===== config.mk =====
export PLATFORM = sky130hd
export DESIGN_NAME = multi_channel_soft_timer_top
export DESIGN_NICKNAME = d
export VERILOG_FILES = /design/src/rtl/msft_pkg.sv /design/src/rtl/msft_cell.sv /design/src/rtl/msft_ctrl.sv /design/src/rtl/multi_channel_soft_timer_top.sv
export VERILOG_INCLUDE_DIRS = /design/src /design/src/rtl
export SDC_FILE = /design/constraint.sdc
export NUM_CORES = 1
export LEC_CHECK = 0
export BUFFER_PORTS_ARGS = -buffer_cell sky130_fd_sc_hd__buf_2
export CORE_ASPECT_RATIO = 1.2
export CORE_UTILIZATION = 55
export CTS_BUF_LIST = sky130_fd_sc_hd__clkbuf_8
export DETAILED_ROUTE_END_ITERATION = 10
export GPL_TIMING_DRIVEN = 0
export PLACE_DENSITY = 0.68
export SYNTH_ARGS = -nofsm -noshare
export SYNTH_HDL_FRONTEND = slang
export SYNTH_SLANG_ARGS = --single-unit

===== constraint.sdc =====
create_clock -name i_clk -period 55.7 [get_ports i_clk]
set_input_delay 5.57 -clock i_clk [delete_from_list [all_inputs] [get_ports i_clk]]
set_output_delay 5.57 -clock i_clk [all_outputs]
set_load 0.1 [all_outputs]

===== src/rtl/assert_macros.svh =====
//------------------------------------------------------------------------------
// assert_macros.svh
// Assertion macros used by the timer bank control module.
//------------------------------------------------------------------------------
`ifndef ASSERT_MACROS_SVH
`define ASSERT_MACROS_SVH

// Clocked property check, off while reset is asserted.
`define ASSERT_CLK(label, prop, msg) \
    label: assert property (@(posedge i_clk) disable iff (!i_rst_n) (prop)) \
        else $error(msg);

// Implication: when cond holds, prop holds in the same cycle.
`define ASSERT_IMP(label, cond, prop, msg) \
    `ASSERT_CLK(label, (cond) |-> (prop), msg)

// Implication: when cond holds, prop holds in the next cycle.
`define ASSERT_NEXT(label, cond, prop, msg) \
    `ASSERT_CLK(label, (cond) |=> (prop), msg)

`endif


===== src/rtl/msft_pkg.sv =====
//------------------------------------------------------------------------------
// msft_pkg
// Types and constants of the multi-channel soft timer bank.
//------------------------------------------------------------------------------
package msft_pkg;

    localparam int NUM_TIMERS  = 8;
    localparam int MAX_RESULTS = 8;
    localparam int CNT_W       = 32;
    localparam int IDX_W       = 8;
    localparam int OUT_IDX_W   = 3;
    localparam int TAG_W       = (NUM_TIMERS > 1) ? $clog2(NUM_TIMERS) : 1;
    localparam int NRES_W      = $clog2(MAX_RESULTS + 1);

    localparam logic [TAG_W-1:0] TAG_FIRST = '0;
    localparam logic [TAG_W-1:0] TAG_LAST  = TAG_W'(NUM_TIMERS - 1);

    localparam logic [1:0] ACT_START = 2'd0;
    localparam logic [1:0] ACT_STOP  = 2'd1;
    localparam logic [1:0] ACT_TICK  = 2'd2;

    localparam logic KIND_STATUS = 1'b0;
    localparam logic KIND_EXPIRY = 1'b1;

    localparam logic STATUS_OK      = 1'b0;
    localparam logic STATUS_BAD_IDX = 1'b1;

    typedef enum logic [1:0] {
        ST_IDLE,
        ST_SEEK,
        ST_TICK,
        ST_FLUSH
    } t_state;

    typedef struct packed {
        logic [TAG_W-1:0] tag;
        logic             active;
        logic             notify;
        logic [CNT_W-1:0] count;
        logic [CNT_W-1:0] period;
    } t_entry;

endpackage


===== src/rtl/msft_cell.sv =====
//------------------------------------------------------------------------------
// msft_cell
// One timer slot of the ring; passes its entry to the next cell on each step.
//------------------------------------------------------------------------------
module msft_cell
    import msft_pkg::*;
(
    input  logic             i_clk,
    input  logic             i_rst_n,
    input  logic             i_adv,
    input  logic [TAG_W-1:0] i_init_tag,
    input  t_entry           i_entry,
    output t_entry           o_entry
);

    logic [TAG_W-1:0] r_tag;
    logic             r_active;
    logic             r_notify;
    logic [CNT_W-1:0] r_count;
    logic [CNT_W-1:0] r_period;

    always_ff @(posedge i_clk) begin
        if (!i_rst_n) begin
            r_tag    <= i_init_tag;
            r_active <= 1'b0;
        end else if (i_adv) begin
            r_tag    <= i_entry.tag;
            r_active <= i_entry.active;
        end
    end

    always_ff @(posedge i_clk) begin
        if (i_adv) begin
            r_notify <= i_entry.notify;
            r_count  <= i_entry.count;
            r_period <= i_entry.period;
        end
    end

    assign o_entry = '{tag: r_tag, active: r_active, notify: r_notify,
                       count: r_count, period: r_period};

endmodule


===== src/rtl/msft_ctrl.sv =====
//------------------------------------------------------------------------------
// msft_ctrl
// Sequencer at the ring head: applies start, stop and tick to the entry
// passing the head, and holds the output register.
//------------------------------------------------------------------------------
module msft_ctrl
    import msft_pkg::*;
`include "assert_macros.svh"
(
    input  logic                 i_clk,
    input  logic                 i_rst_n,
    input  logic                 i_in_valid,
    output logic                 o_in_stall,
    input  logic [1:0]           i_action,
    input  logic [IDX_W-1:0]     i_timer_index,
    input  logic [CNT_W-1:0]     i_timeout_ticks,
    input  logic [CNT_W-1:0]     i_period_ticks,
    input  logic                 i_notify_on_expiry,
    output logic                 o_out_valid,
    input  logic                 i_out_stall,
    output logic                 o_result_kind,
    output logic                 o_status,
    output logic [OUT_IDX_W-1:0] o_expired_index,
    output logic                 o_last,
    input  t_entry               i_head,
    output t_entry               o_head_next,
    output logic                 o_adv
);

    t_state             r_state, n_state;
    logic               r_is_start;
    logic               r_bad;
    logic [TAG_W-1:0]   r_idx;
    logic [CNT_W-1:0]   r_timeout;
    logic [CNT_W-1:0]   r_period;
    logic               r_notify;
    logic               r_sweep, n_sweep;
    logic               r_pend_v, n_pend_v;
    logic [TAG_W-1:0]   r_pend_idx, n_pend_idx;
    logic [NRES_W-1:0]  r_nres, n_nres;
    logic               r_out_valid;
    logic               r_out_kind;
    logic               r_out_status;
    logic [OUT_IDX_W-1:0] r_out_idx;
    logic               r_out_last;

    logic               w_out_free;
    logic               w_accept;
    logic               w_seek_hit;
    logic               w_tick_step;
    logic               w_tick_end;
    logic               w_flush_done;
    logic               w_expire;
    logic               w_report;

    logic               push;
    logic               push_kind;
    logic               push_status;
    logic [OUT_IDX_W-1:0] push_idx;
    logic               push_last;

    assign w_out_free   = !r_out_valid || !i_out_stall;
    assign o_adv        = w_out_free;
    assign o_in_stall   = (r_state != ST_IDLE);
    assign w_accept     = i_in_valid && (r_state == ST_IDLE);
    assign w_seek_hit   = w_out_free && (r_bad || (i_head.tag == r_idx));
    assign w_tick_step  = w_out_free && (r_sweep || (i_head.tag == TAG_FIRST));
    assign w_tick_end   = w_tick_step && (i_head.tag == TAG_LAST);
    assign w_flush_done = !r_pend_v || w_out_free;
    assign w_expire     = i_head.active && (i_head.count[CNT_W-1:1] == '0);
    assign w_report     = w_expire && i_head.notify && (r_nres < NRES_W'(MAX_RESULTS));

    always_comb begin
        n_state = r_state;
        unique case (r_state)
            ST_IDLE: begin
                if (w_accept) begin
                    if (i_action == ACT_START || i_action == ACT_STOP) begin
                        n_state = ST_SEEK;
                    end else if (i_action == ACT_TICK) begin
                        n_state = ST_TICK;
                    end
                end
            end
            ST_SEEK: begin
                if (w_seek_hit) begin
                    n_state = ST_IDLE;
                end
            end
            ST_TICK: begin
                if (w_tick_end) begin
                    n_state = ST_FLUSH;
                end
            end
            ST_FLUSH: begin
                if (w_flush_done) begin
                    n_state = ST_IDLE;
                end
            end
            default: n_state = ST_IDLE;
        endcase
    end

    always_comb begin
        o_head_next = i_head;
        n_sweep     = r_sweep;
        n_pend_v    = r_pend_v;
        n_pend_idx  = r_pend_idx;
        n_nres      = r_nres;
        push        = 1'b0;
        push_kind   = KIND_STATUS;
        push_status = STATUS_OK;
        push_idx    = '0;
        push_last   = 1'b1;
        unique case (r_state)
            ST_IDLE: begin
                n_sweep  = 1'b0;
                n_pend_v = 1'b0;
                n_nres   = '0;
            end
            ST_SEEK: begin
                if (w_seek_hit) begin
                    if (r_bad) begin
                        if (r_is_start) begin
                            push        = 1'b1;
                            push_status = STATUS_BAD_IDX;
                        end
                    end else if (r_is_start) begin
                        o_head_next.active = 1'b1;
                        o_head_next.notify = r_notify;
                        o_head_next.count  = r_timeout;
                        o_head_next.period = r_period;
                        push     = 1'b1;
                        push_idx = OUT_IDX_W'(r_idx);
                    end else begin
                        o_head_next.active = 1'b0;
                    end
                end
            end
            ST_TICK: begin
                if (w_tick_step) begin
                    n_sweep = !w_tick_end;
                    if (i_head.active) begin
                        if (!w_expire) begin
                            o_head_next.count = i_head.count - CNT_W'(1);
                        end else if (i_head.period != '0) begin
                            o_head_next.count = i_head.period;
                        end else begin
                            o_head_next.count  = '0;
                            o_head_next.active = 1'b0;
                        end
                    end
                    if (w_report) begin
                        if (r_pend_v) begin
                            push      = 1'b1;
                            push_kind = KIND_EXPIRY;
                            push_idx  = OUT_IDX_W'(r_pend_idx);
                            push_last = 1'b0;
                        end
                        n_pend_v   = 1'b1;
                        n_pend_idx = i_head.tag;
                        n_nres     = r_nres + NRES_W'(1);
                    end
                end
            end
            ST_FLUSH: begin
                if (r_pend_v && w_out_free) begin
                    push      = 1'b1;
                    push_kind = KIND_EXPIRY;
                    push_idx  = OUT_IDX_W'(r_pend_idx);
                    n_pend_v  = 1'b0;
                end
            end
            default: begin
                n_sweep = 1'b0;
            end
        endcase
    end

    always_ff @(posedge i_clk) begin
        if (!i_rst_n) begin
            r_state     <= ST_IDLE;
            r_sweep     <= 1'b0;
            r_pend_v    <= 1'b0;
            r_nres      <= '0;
            r_out_valid <= 1'b0;
        end else begin
            r_state  <= n_state;
            r_sweep  <= n_sweep;
            r_pend_v <= n_pend_v;
            r_nres   <= n_nres;
            if (push) begin
                r_out_valid <= 1'b1;
            end else if (!i_out_stall) begin
                r_out_valid <= 1'b0;
            end
        end
    end

    always_ff @(posedge i_clk) begin
        r_pend_idx <= n_pend_idx;
        if (w_accept) begin
            r_is_start <= (i_action == ACT_START);
            r_bad      <= (i_timer_index >= IDX_W'(NUM_TIMERS));
            r_idx      <= i_timer_index[TAG_W-1:0];
            r_timeout  <= i_timeout_ticks;
            r_period   <= i_period_ticks;
            r_notify   <= i_notify_on_expiry;
        end
        if (push) begin
            r_out_kind   <= push_kind;
            r_out_status <= push_status;
            r_out_idx    <= push_idx;
            r_out_last   <= push_last;
        end
    end

    assign o_out_valid     = r_out_valid;
    assign o_result_kind   = r_out_kind;
    assign o_status        = r_out_status;
    assign o_expired_index = r_out_idx;
    assign o_last          = r_out_last;

    `ASSERT_IMP(a_idle_no_pend, r_state == ST_IDLE, !r_pend_v, "pending expiry left at idle")
    `ASSERT_CLK(a_nres_cap, r_nres <= NRES_W'(MAX_RESULTS), "expiry count above cap")
    `ASSERT_IMP(a_sweep_in_tick, r_sweep, r_state == ST_TICK, "sweep flag outside tick")
    `ASSERT_NEXT(a_push_free, push, r_out_valid, "pushed item lost")

endmodule


===== src/rtl/multi_channel_soft_timer_top.sv =====
//------------------------------------------------------------------------------
// multi_channel_soft_timer_top
// Bank of countdown timers kept in a rotating ring of cells.
//
//   channel | valid       | stall       | fields
//   --------+-------------+-------------+-------------------------------------
//   in      | i_in_valid  | o_in_stall  | action, timer_index, timeout/period,
//           |             |             | notify_on_expiry
//   out     | o_out_valid | i_out_stall | result_kind, status, expired_index,
//           |             |             | last
//
// The ring steps one cell per cycle; the head sequencer touches one timer
// per step. Accept to next accept: start/stop wait for the slot to reach
// the head; a tick waits for the first timer, then sweeps every timer
// through the head. Output stalls lengthen both.
// Synchronous reset clears all active marks; counts are undefined until
// a start. The ring holds still while the output register is stalled.
//------------------------------------------------------------------------------
module multi_channel_soft_timer_top
    import msft_pkg::*;
(
    input  logic                 i_clk,
    input  logic                 i_rst_n,
    input  logic                 i_in_valid,
    output logic                 o_in_stall,
    input  logic [1:0]           i_action,
    input  logic [IDX_W-1:0]     i_timer_index,
    input  logic [CNT_W-1:0]     i_timeout_ticks,
    input  logic [CNT_W-1:0]     i_period_ticks,
    input  logic                 i_notify_on_expiry,
    output logic                 o_out_valid,
    input  logic                 i_out_stall,
    output logic                 o_result_kind,
    output logic                 o_status,
    output logic [OUT_IDX_W-1:0] o_expired_index,
    output logic                 o_last
);

    t_entry w_cell [NUM_TIMERS];
    t_entry w_head_next;
    logic   w_adv;

    for (genvar k = 0; k < NUM_TIMERS; k++) begin : g_ring
        msft_cell u_cell (
            .i_clk      (i_clk),
            .i_rst_n    (i_rst_n),
            .i_adv      (w_adv),
            .i_init_tag (TAG_W'(NUM_TIMERS - 1 - k)),
            .i_entry    ((k == 0) ? w_head_next : w_cell[(k == 0) ? 0 : k - 1]),
            .o_entry    (w_cell[k])
        );
    end

    msft_ctrl u_ctrl (
        .i_clk              (i_clk),
        .i_rst_n            (i_rst_n),
        .i_in_valid         (i_in_valid),
        .o_in_stall         (o_in_stall),
        .i_action           (i_action),
        .i_timer_index      (i_timer_index),
        .i_timeout_ticks    (i_timeout_ticks),
        .i_period_ticks     (i_period_ticks),
        .i_notify_on_expiry (i_notify_on_expiry),
        .o_out_valid        (o_out_valid),
        .i_out_stall        (i_out_stall),
        .o_result_kind      (o_result_kind),
        .o_status           (o_status),
        .o_expired_index    (o_expired_index),
        .o_last             (o_last),
        .i_head             (w_cell[NUM_TIMERS-1]),
        .o_head_next        (w_head_next),
        .o_adv              (w_adv)
    );

endmodule


==> out/results.ini <==
[timing]
finalSetupTns_ns=0
rsz0062_at_grt=no
worstMarginPinSlew_ns=1.40
fmax_mhz=119
max_slew_margin_pct=5.99
whs_ns=0.391
hold_viol=0
setup_violations=0
final.min_clock_period_ns=8.43
finalClockSkew_ns=0.0301
post-route-period-util_pct=15.1
slew_viol_final=0

[setup_path]
reg2reg_slack_ns=51.99
r2r-end=g_ring[4].u_cell.r_period[15]
critPathCaptureType=register
cp_slowest_cell=clkbuf_4
reg2reg_depth=9
cp_data_arrival_time_ns=8.76
critical_path.cell_chain=buf_2 -> and2_1 -> clkbuf_1 -> inv_1 -> clkbuf_1 -> clkbuf_4 -> buf_12 -> buf_16 -> buf_16 -> buf_16
worstReg2RegStart=u_ctrl.o_out_valid
critical_path_class=in -> reg
slowest_delay_ns=0.63
cp-start-kind=input port
worst-path-buf-inv=9
critical_path_required_ns=56.02
cp_max_fo=73
crit_top_cell=buf_16
crit_family=buffers and inverters

[yosys]
yosys_most_used_dff=edfxtp_1
synth_sequential_area_ratio_pct=83.8
synth_top_family_by_area=simple AND/OR/NAND/NOR gates
synth-compound-area-share_pct=5.77
synth_edf_count=599
synth_fa_ha_area_share_pct=0.390
yosysTopAreaCell=edfxtp_1
ys_types=69
yosys.area_share.simple_pct=6.59
synth_area_mm2=0.0224
synth_xor_area_share_pct=0.117
yosysWarnings=0
synth_nets=1331
yosys-top-cells-area=edfxtp_1, dfxtp_1, nand2_1, mux2_2, a21oi_1
avgSynthCellArea_um2=18.0
synthMuxAreaShare_pct=2.07
ys_ff_latch=640
yosysTopAreaCellShare_pct=80.2
async_reset_ff_share_pct=0
syn_inst=1245

[floorplan]
die_h_um=223
die_x_um=186
fp-row-count=80
core_mm2=0.0399
initial_core_util_pct=56.2
dieArea_mm2=0.0416
pin_count=87

[power_and_ir_drop]
peakVddDrop_mv=0.0315
clockPowerShare_pct=26.4
p_per_area_mw_per_mm2=51.0
power.leakage_nw=10.0
p_int_uw=946
p_seq_share_pct=60.0
combPwrFrac_pct=13.6
power.switching_uw=355
total_power_mw=1.30
switching_share_pct=27.3

[global_route]
antenna_found_initial=0
grtUsageTotal_pct=22.0
grt_max_degree=74
grt_overflow=0
grt_pass1_wl_mm=66.7
first_global_vias=11200

[layout]
drive_gt1_share_pct=18.7
layout_common_cells=edfxtp_1, nand2_1, clkbuf_8
final_common_cell=edfxtp_1
area.growth.synth_to_final_pct=13.7
antenna_cells=0
final_cells=2045
final_nets=1522
fillers=2751

[place]
place_inst=1872
portBuffers=85
place_congestion=0.904
hpwl_mm=29.5

[status]
status=finished, final reports clean

[clock_network]
clk_latency_ns=0.66
ctsHoldBuffers=0
cts.sinks=640
post-cts-setup-buffer-count=0
cts_root_buffer=clkbuf_8
cts.path.max_buffers=3
cts_made_buffers=95
cts_resized=0
cts_tree=yes
htree_levels=3
clkTransAtPathRegs_ns=0.07

[drt]
drt-wirelength-per-cell_um=21.8
via_count=11500
vias_per_cell=5.62
drc=0
firstDrtPassIters=7
finalWirelength_mm=44.6
ant_nets=0
initialDrtViolationCount=945

[min_path]
hp-start=g_ring[6].u_cell.r_count[11]
hold_depth=0
hold_path_class=reg -> reg
holdPathEnd=g_ring[7].u_cell.r_count[11]

[run]
cap_violations=0

-- flip-flops by register name, summed over array words and instances, names as in the netlist, 2 cells and up --
name	flops
u_ctrl.r_timeout	32
u_ctrl.o_expired_index	3
g_ring.u_cell.r_notify	8
g_ring.u_cell.r_count	256
u_ctrl.r_idx	3
u_ctrl.r_pend_idx	3
u_ctrl.r_period	32
g_ring.u_cell.r_active	8
g_ring.u_cell.r_tag	24
u_ctrl.r_nres	4
u_ctrl.r_state	2
g_ring.u_cell.r_period	256
-- routing by layer --
layer	routed length, um	global-route usage (%)	part of all wire (%)	vias to the layer above
met5	0	0	0	-
met1	20100	31.0	45	5718
met3	2400	4.06	5.4	94
met2	20600	33.5	46	375
li1	-	-	-	5307
met4	1550	10.2	3.5	0
-- cells by family (layout without fill, tap and decap cells) --
family | after synthesis | count (layout)
AO/OA/AOI/OAI | 201 | 201
XOR/XNOR | 3 | 3
adder cells (fa/ha/maj) | 7 | 7
buffers and inverters | 63 | 330
flip-flops | 640 | 640
multiplexers | 42 | 42
AND/OR/NAND/NOR | 289 | 289
-- through the flow --
stage	util (%)	cell area, um^2	setup slack [ns]
2_1_floorplan	-	22400	34.14
4_1_cts	63.9	25500	47.36
3_3_place_gp	58.9	23500	28.79
5_1_grt	63.9	25500	47.10
6_report	63.9	25500	47.27
3_5_place_dp	59.5	23800	46.62
-- final cells by class --
| type | count | area [um^2] | share of cell area, % |
|---|---|---|---|
| Timing Repair Buffer | 94 | 666 | 2.61 |
| Inverter | 17 | 63.8 | 0.250 |
| Clock buffer | 98 | 1350 | 5.29 |
| Clock inverter | 75 | 389 | 1.53 |
| Sequential cell | 640 | 18800 | 73.7 |
| Buffer | 46 | 213 | 0.834 |
| Multi-Input combinational cell | 542 | 3360 | 13.2 |
| Tap cell | 533 | 667 | 2.61 |
-- cell usage after synthesis (all sizes together), types with 3 or more instances --
cell and number:
or2 3, nor3 23, buf 12, and3 5
a221o 4, a22o 8, o221ai 7, inv 14
clkbuf 34, ha 7, nand3b 4, o31ai 4
nand4 12, a41oi 4, nor4 22, nand3 37
edfxtp 599, o21a 4, a31oi 8, mux2i 6
nor2 38, or3 9, o21ai 43, nand2 112
or4 11, nand2b 4, dfxtp 41, clkinv 3
a211oi 7, o211ai 10, a22oi 15, a21oi 63
mux2 36, xnor2 3, o22ai 3, a211o 3
-- power by group through the flow --
stage	logic, mW	clock network [mW]	registers, mW
6_report	0.177	0.343	0.781
3_3_place_gp	0.173	0	0.789
3_5_place_dp	0.175	0	0.791
5_1_grt	0.192	0.375	0.796
4_1_cts	0.176	0.355	0.783
2_1_floorplan	0.117	0	0.759
-- how the worst max path moves through the flow --
stage / from / end / slack, ns / cells after the start
floorplan: i_out_stall / g_ring[0].u_cell.r_count[0] / 34.14 / 5
global placement: i_out_stall / u_ctrl.o_out_valid / 28.79 / 7
detailed placement: i_out_stall / g_ring[0].u_cell.r_period[22] / 46.62 / 10
CTS: i_out_stall / g_ring[0].u_cell.r_count[14] / 47.36 / 10
global route: i_out_stall / g_ring[0].u_cell.r_period[16] / 47.10 / 10
finish: i_out_stall / g_ring[4].u_cell.r_period[15] / 47.27 / 10
-- worst register-to-register path, cell delays in order (launching register included) --
cell	delay, ns
dfxtp_1	0.31
and2_1	0.13
clkbuf_1	0.24
inv_1	0.22
clkbuf_1	0.38
clkbuf_4	0.64
buf_12	0.31
buf_16	0.36
buf_16	0.38
buf_16	0.37
Note: power is estimated with default switching activity, not from simulation.
